[src/rtl/cvp_pkg.sv]
`default_nettype none
// ----------------------------------------------------------------------------
// cvp_pkg
// Shared types, widths and constants for the camera vertex projection block.
// ----------------------------------------------------------------------------
package cvp_pkg;

  // field widths
  localparam int unsigned PW   = 24;  // Q15.8 point and camera position
  localparam int unsigned TW   = 16;  // Q1.14 sine and cosine
  localparam int unsigned FW   = 13;  // focal length in pixels
  localparam int unsigned SW   = 16;  // screen coordinate
  localparam int unsigned RW   = PW + 1;  // camera-relative offset
  localparam int unsigned XW   = 28;  // after the yaw rotation
  localparam int unsigned YW   = 31;  // after the pitch rotation
  localparam int unsigned FRAC = 14;  // fraction bits of the trig values
  localparam int unsigned QW   = 16;  // quotient bits of the projection divide
  localparam int unsigned NW   = 50;  // projection numerator
  localparam int unsigned DW   = YW + 1;  // projection divisor (2 * depth)

  localparam int unsigned QUEUE_DEPTH = 4;

  // default geometry
  localparam int unsigned DEF_SCREEN_WIDTH  = 1280;
  localparam int unsigned DEF_SCREEN_HEIGHT = 720;
  localparam int unsigned DEF_NEAR_Z        = 256;

  // register reset values
  localparam logic signed [TW-1:0] RST_COS   = 16'sd16384;
  localparam logic [FW-1:0]        RST_FOCAL = 13'd500;

  // register indexes
  typedef enum logic [2:0] {
    REG_CAM_POS_X    = 3'd0,
    REG_CAM_POS_Y    = 3'd1,
    REG_CAM_POS_Z    = 3'd2,
    REG_COS_YAW      = 3'd3,
    REG_SIN_YAW      = 3'd4,
    REG_COS_PITCH    = 3'd5,
    REG_SIN_PITCH    = 3'd6,
    REG_FOCAL_PIXELS = 3'd7
  } cvp_reg_e;

  typedef struct packed {
    logic signed [PW-1:0] point_x;
    logic signed [PW-1:0] point_y;
    logic signed [PW-1:0] point_z;
  } cvp_point_t;

  typedef struct packed {
    logic signed [SW-1:0] screen_x;
    logic signed [SW-1:0] screen_y;
    logic signed [PW-1:0] depth;
    logic                 visible;
  } cvp_result_t;

  // camera settings used by the view transform
  typedef struct packed {
    logic signed [PW-1:0] cam_pos_x;
    logic signed [PW-1:0] cam_pos_y;
    logic signed [PW-1:0] cam_pos_z;
    logic signed [TW-1:0] cos_yaw;
    logic signed [TW-1:0] sin_yaw;
    logic signed [TW-1:0] cos_pitch;
    logic signed [TW-1:0] sin_pitch;
  } cvp_cfg_t;

  // camera-space vertex handed from front to back
  typedef struct packed {
    logic signed [XW-1:0] x2;
    logic signed [YW-1:0] y2;
    logic signed [YW-1:0] z2;
    logic signed [PW-1:0] depth;
    logic                 visible;
  } cvp_view_t;

endpackage
`default_nettype wire

[src/rtl/cvp_fifo.sv]
`default_nettype none
// ----------------------------------------------------------------------------
// cvp_fifo
// Short register queue between the view transform and the projection.
// ----------------------------------------------------------------------------
module cvp_fifo #(
  parameter int unsigned DEPTH = cvp_pkg::QUEUE_DEPTH
) (
  input  wire               clk_i,
  input  wire               rst_ni,
  input  wire               push_i,
  input  cvp_pkg::cvp_view_t data_i,
  input  wire               pop_i,
  output cvp_pkg::cvp_view_t data_o,
  output logic              full_o,
  output logic              empty_o
);

  localparam int unsigned AW = (DEPTH > 1) ? $clog2(DEPTH) : 1;

  cvp_pkg::cvp_view_t mem_q [DEPTH];
  logic [AW-1:0] wr_ptr_q, wr_ptr_d, rd_ptr_q, rd_ptr_d;
  logic [AW:0]   count_q, count_d;

  assign full_o  = (count_q == (AW+1)'(DEPTH));
  assign empty_o = (count_q == '0);
  assign data_o  = mem_q[rd_ptr_q];

  // pointer and fill count
  always_comb begin
    wr_ptr_d = wr_ptr_q;
    rd_ptr_d = rd_ptr_q;
    count_d  = count_q;
    if (push_i) begin
      wr_ptr_d = (wr_ptr_q == AW'(DEPTH - 1)) ? '0 : wr_ptr_q + 1'b1;
    end
    if (pop_i) begin
      rd_ptr_d = (rd_ptr_q == AW'(DEPTH - 1)) ? '0 : rd_ptr_q + 1'b1;
    end
    if (push_i && !pop_i) begin
      count_d = count_q + 1'b1;
    end else if (!push_i && pop_i) begin
      count_d = count_q - 1'b1;
    end
  end

  always_ff @(posedge clk_i or negedge rst_ni) begin
    if (!rst_ni) begin
      wr_ptr_q <= '0;
      rd_ptr_q <= '0;
      count_q  <= '0;
    end else begin
      wr_ptr_q <= wr_ptr_d;
      rd_ptr_q <= rd_ptr_d;
      count_q  <= count_d;
    end
  end

  // storage
  always_ff @(posedge clk_i) begin
    if (push_i) begin
      mem_q[wr_ptr_q] <= data_i;
    end
  end

endmodule
`default_nettype wire

[config.mk]
export PLATFORM = sky130hd
export DESIGN_NAME = cvp_fifo
export DESIGN_NICKNAME = d
export VERILOG_FILES = /design/src/rtl/cvp_pkg.sv /design/src/rtl/cvp_fifo.sv
export SDC_FILE = /design/constraint.sdc
export NUM_CORES = 1
export LEC_CHECK = 0
export BUFFER_PORTS_ARGS = -buffer_cell sky130_fd_sc_hd__buf_4
export CELL_PAD_IN_SITES_DETAIL_PLACEMENT = 1
export CELL_PAD_IN_SITES_GLOBAL_PLACEMENT = 1
export CORE_MARGIN = 2
export CORE_UTILIZATION = 45
export DETAILED_ROUTE_END_ITERATION = 8
export GPL_ROUTABILITY_DRIVEN = 0
export PLACE_DENSITY = 0.73
export SYNTH_ARGS = -nofsm -noshare
export SYNTH_HDL_FRONTEND = slang
export SYNTH_SLANG_ARGS = --single-unit
export TNS_END_PERCENT = 10
[constraint.sdc]
create_clock -name clk_i -period 6.7 [get_ports clk_i]
set_input_delay 0.67 -clock clk_i [delete_from_list [all_inputs] [get_ports clk_i]]
set_output_delay 0.67 -clock clk_i [all_outputs]
set_load 0.01 [all_outputs]
==> impl_metrics.toml <==
[logic_synthesis]
yosys_register_bits = 467
ys_warn_count = 0
yosysUniqueCellTypes = 19
syn_area_per_cell_sq_um = 26.6
synth_nets = 764
synthTopCellsByArea = "edfxtp_1 (81%), mux4_2 (15%), dfrtp_1 (1.0%), ha_1 (0.44%), buf_2 (0.41%)"
synth_area_leader_cell = "edfxtp_1"
ys_seq_area_share_pct = 82.4
synth_area_sq_um = 17000
syn_inst = 638
yosysTopAreaCellShare_pct = 81.4

[detailed_routing]
initialDrtViolationCount = 395
vias_per_cell = 5.26
drc = 0
vias = 7640
dr.pass1.iters = 4
wl_per_cell_um = 23.6
ant_nets = 0
wl_mm = 34.3

[critical_path]
arrival_ps = 3220
start_kind = "flip-flop"
crit_slowest_cell = "dfrtp_4"
critPathKind = "reg2out"
crit_chain = "buf_4 > mux4_2 > buf_4"
crit_path_end_kind = "output port"
crit_path_max_incr_delay_ps = 990
crit_path_frequent_cell = "buf_4"
required_ps = 6030
cp_max_fo = 43
r2r_slack_ps = 3950

[timing]
fmax_mhz = 257
fin_crit_sh_pct = 58.1
fin_ws_ps = 2810
worstMarginPinSlew_ps = 1050
finalHoldViolations = 0
finalCriticalPeriod_ps = 3890
fin_tns_setup_ps = 0
fin_worst_skew_ps = 22.4
setup_viol = 0
slew_headroom_pct = 30.1
rsz0062_at_grt = "false"
drv_slew = 0

[job]
maxCapViolations = 0

[pwr]
power.leakage_nw = 7.03
cellPowerDensity_nw_per_um2 = 433
peakVddDrop_v = 0.000233

[clocking]
cts_htree_levels = 2
cts.repair.resized = 0
clk_path_buf_depth = 3
clock_sinks = 467
cts_tree = "done"
root_buffer = "clkbuf_16"
worstSkewPairLatency_ps = 570
clk_pin_slew_ps = 60
cts_buffers = 47

[floorplan]
initial_utilization_pct = 45.4
num_io_pins = 236
dieArea_sq_um = 39300
fp.coreArea_sq_um = 37400
die_h_um = 198
rows = 71
die_x_um = 198

[finish]
final_common_cell = "edfxtp_1"
layout_common_cells = "edfxtp_1 (460), buf_4 (244), mux4_2 (115), clkbuf_16 (49), clkbuf_1 (14)"
nNetsFinal = 1032
drive_above_1_share_pct = 45.6
n_fill_cell = 3173
synthToLayoutAreaGrowth_pct = 22.2

[grt]
antenna_found_initial = 1
grt_start_max_net_pins = 67
grt_pass1_vias = 8369
grt-ovfl-total = 0
grt_pass1_wl_mm = 51.3
grt_usage_pct = 17.7

[placed_design]
io_buffers = 235
place_ws_ps = 3300
dpl.hpwl_mm = 20.8

[hold_path]
worstHoldPathType = "in2reg"

[outcome]
status = "complete, no violations"
critical path: cells and delay by family (launching register included):
| family | cells | cell delay (ps) |
|---|---|---|
| flip-flops | 1 | 990 |
| multiplexers | 1 | 610 |
| buffers and inverters | 2 | 950 |
path summary, 6_finish.rpt:
kind                             startpoint           end  cells past startpoint
worst max-delay path            rd_ptr_q[0]     data_o[8]                      3
min in group asynchronous            rst_ni    count_q[2]                      2
worst max register to register  wr_ptr_q[1]  mem_q[1][24]                      4
max in group asynchronous            rst_ni   rd_ptr_q[1]                      2
worst min register to register   count_q[2]    count_q[2]                      1
worst min-delay path             data_i[95]  mem_q[1][95]                      1
kinds of logic (layout without fill, tap and decap cells):
family | count (synthesis) | in the layout | synth area share (%)
AOI/OAI and AO/OA | 2 | 2 | 0.0590
xor gates and xnor gates | 3 | 3 | 0.155
adders and majority gates | 7 | 7 | 0.560
buffers and inverters | 30 | 333 | 1.01
DFF | 467 | 467 | 82.4
muxes | 118 | 118 | 15.5
other | 0 | 1 | 0
and+or+nand+nor | 11 | 11 | 0.332
flip-flops by register name, summed over array words and instances (netlist names):
| signal | count |
|---|---|
| rd_ptr_q | 2 |
| count_q | 3 |
| mem_q | 460 |
| wr_ptr_q | 2 |
report_power, final:
group | internal, mW | switching, mW | leakage, nW
registers | 3.75 | 0.219 | 4.31
logic | 1.32 | 1.26 | 2.03
clock network | 1.39 | 1.03 | 0.694
stage by stage:
step | utilization [%] | instance area, sq um | instances | hold WS [ps] | power (mW)
after floorplan | - | 17000 | 638 | 374 | 5.53
after global placement | 51.6 | 19300 | 1367 | 473 | 6.62
after detailed placement | 51.6 | 19300 | 1367 | 492 | 6.68
after CTS | 55.4 | 20700 | 1452 | 259 | 9.12
after global routing | 55.4 | 20700 | 1453 | 265 | 9.38
final | 55.4 | 20700 | 1453 | 301 | 8.97
synth_stat cells:
cell / number
edfxtp_1: 460
mux4_2: 115
buf_2: 14
dfrtp_1: 7
clkbuf_1: 6
ha_1: 6
buf_6: 5
and2_1: 4
inv_1: 4
mux2_2: 3
nor2_1: 3
nand2_1: 2
o21ai_0: 2
xor2_1: 2
buf_4: 1
fa_1: 1
nor3_1: 1
nor3b_1: 1
xnor2_1: 1
routing by layer:
| metal | track usage, % | share of wire, % | routed length, um |
|---|---|---|---|
| met1 | 22.8 | 41 | 14100 |
| met2 | 29.0 | 50 | 17200 |
| met3 | 4.43 | 5.9 | 2030 |
| met4 | 7.46 | 2.8 | 948 |
| met5 | 0 | 0 | 0 |
what timing repair did:
| action | CTS | global route |
|---|---|---|
| hold buffers | 1 | 0 |
| setup buffers | 0 | 0 |
| endpoints found under the hold margin | 7 | 0 |
area by class of cell:
type	instances	area, sq um	area share (%)
diodes	1	2.50	0.0121
clock buffers	65	1310	6.30
clock inverters	19	111	0.537
inverters	4	15.0	0.0724
multi-input cells	141	2820	13.6
flip-flops and latches	467	14000	67.5
well taps	511	639	3.08
repair buffers	245	1840	8.88
(Power assumes the default switching activity.)
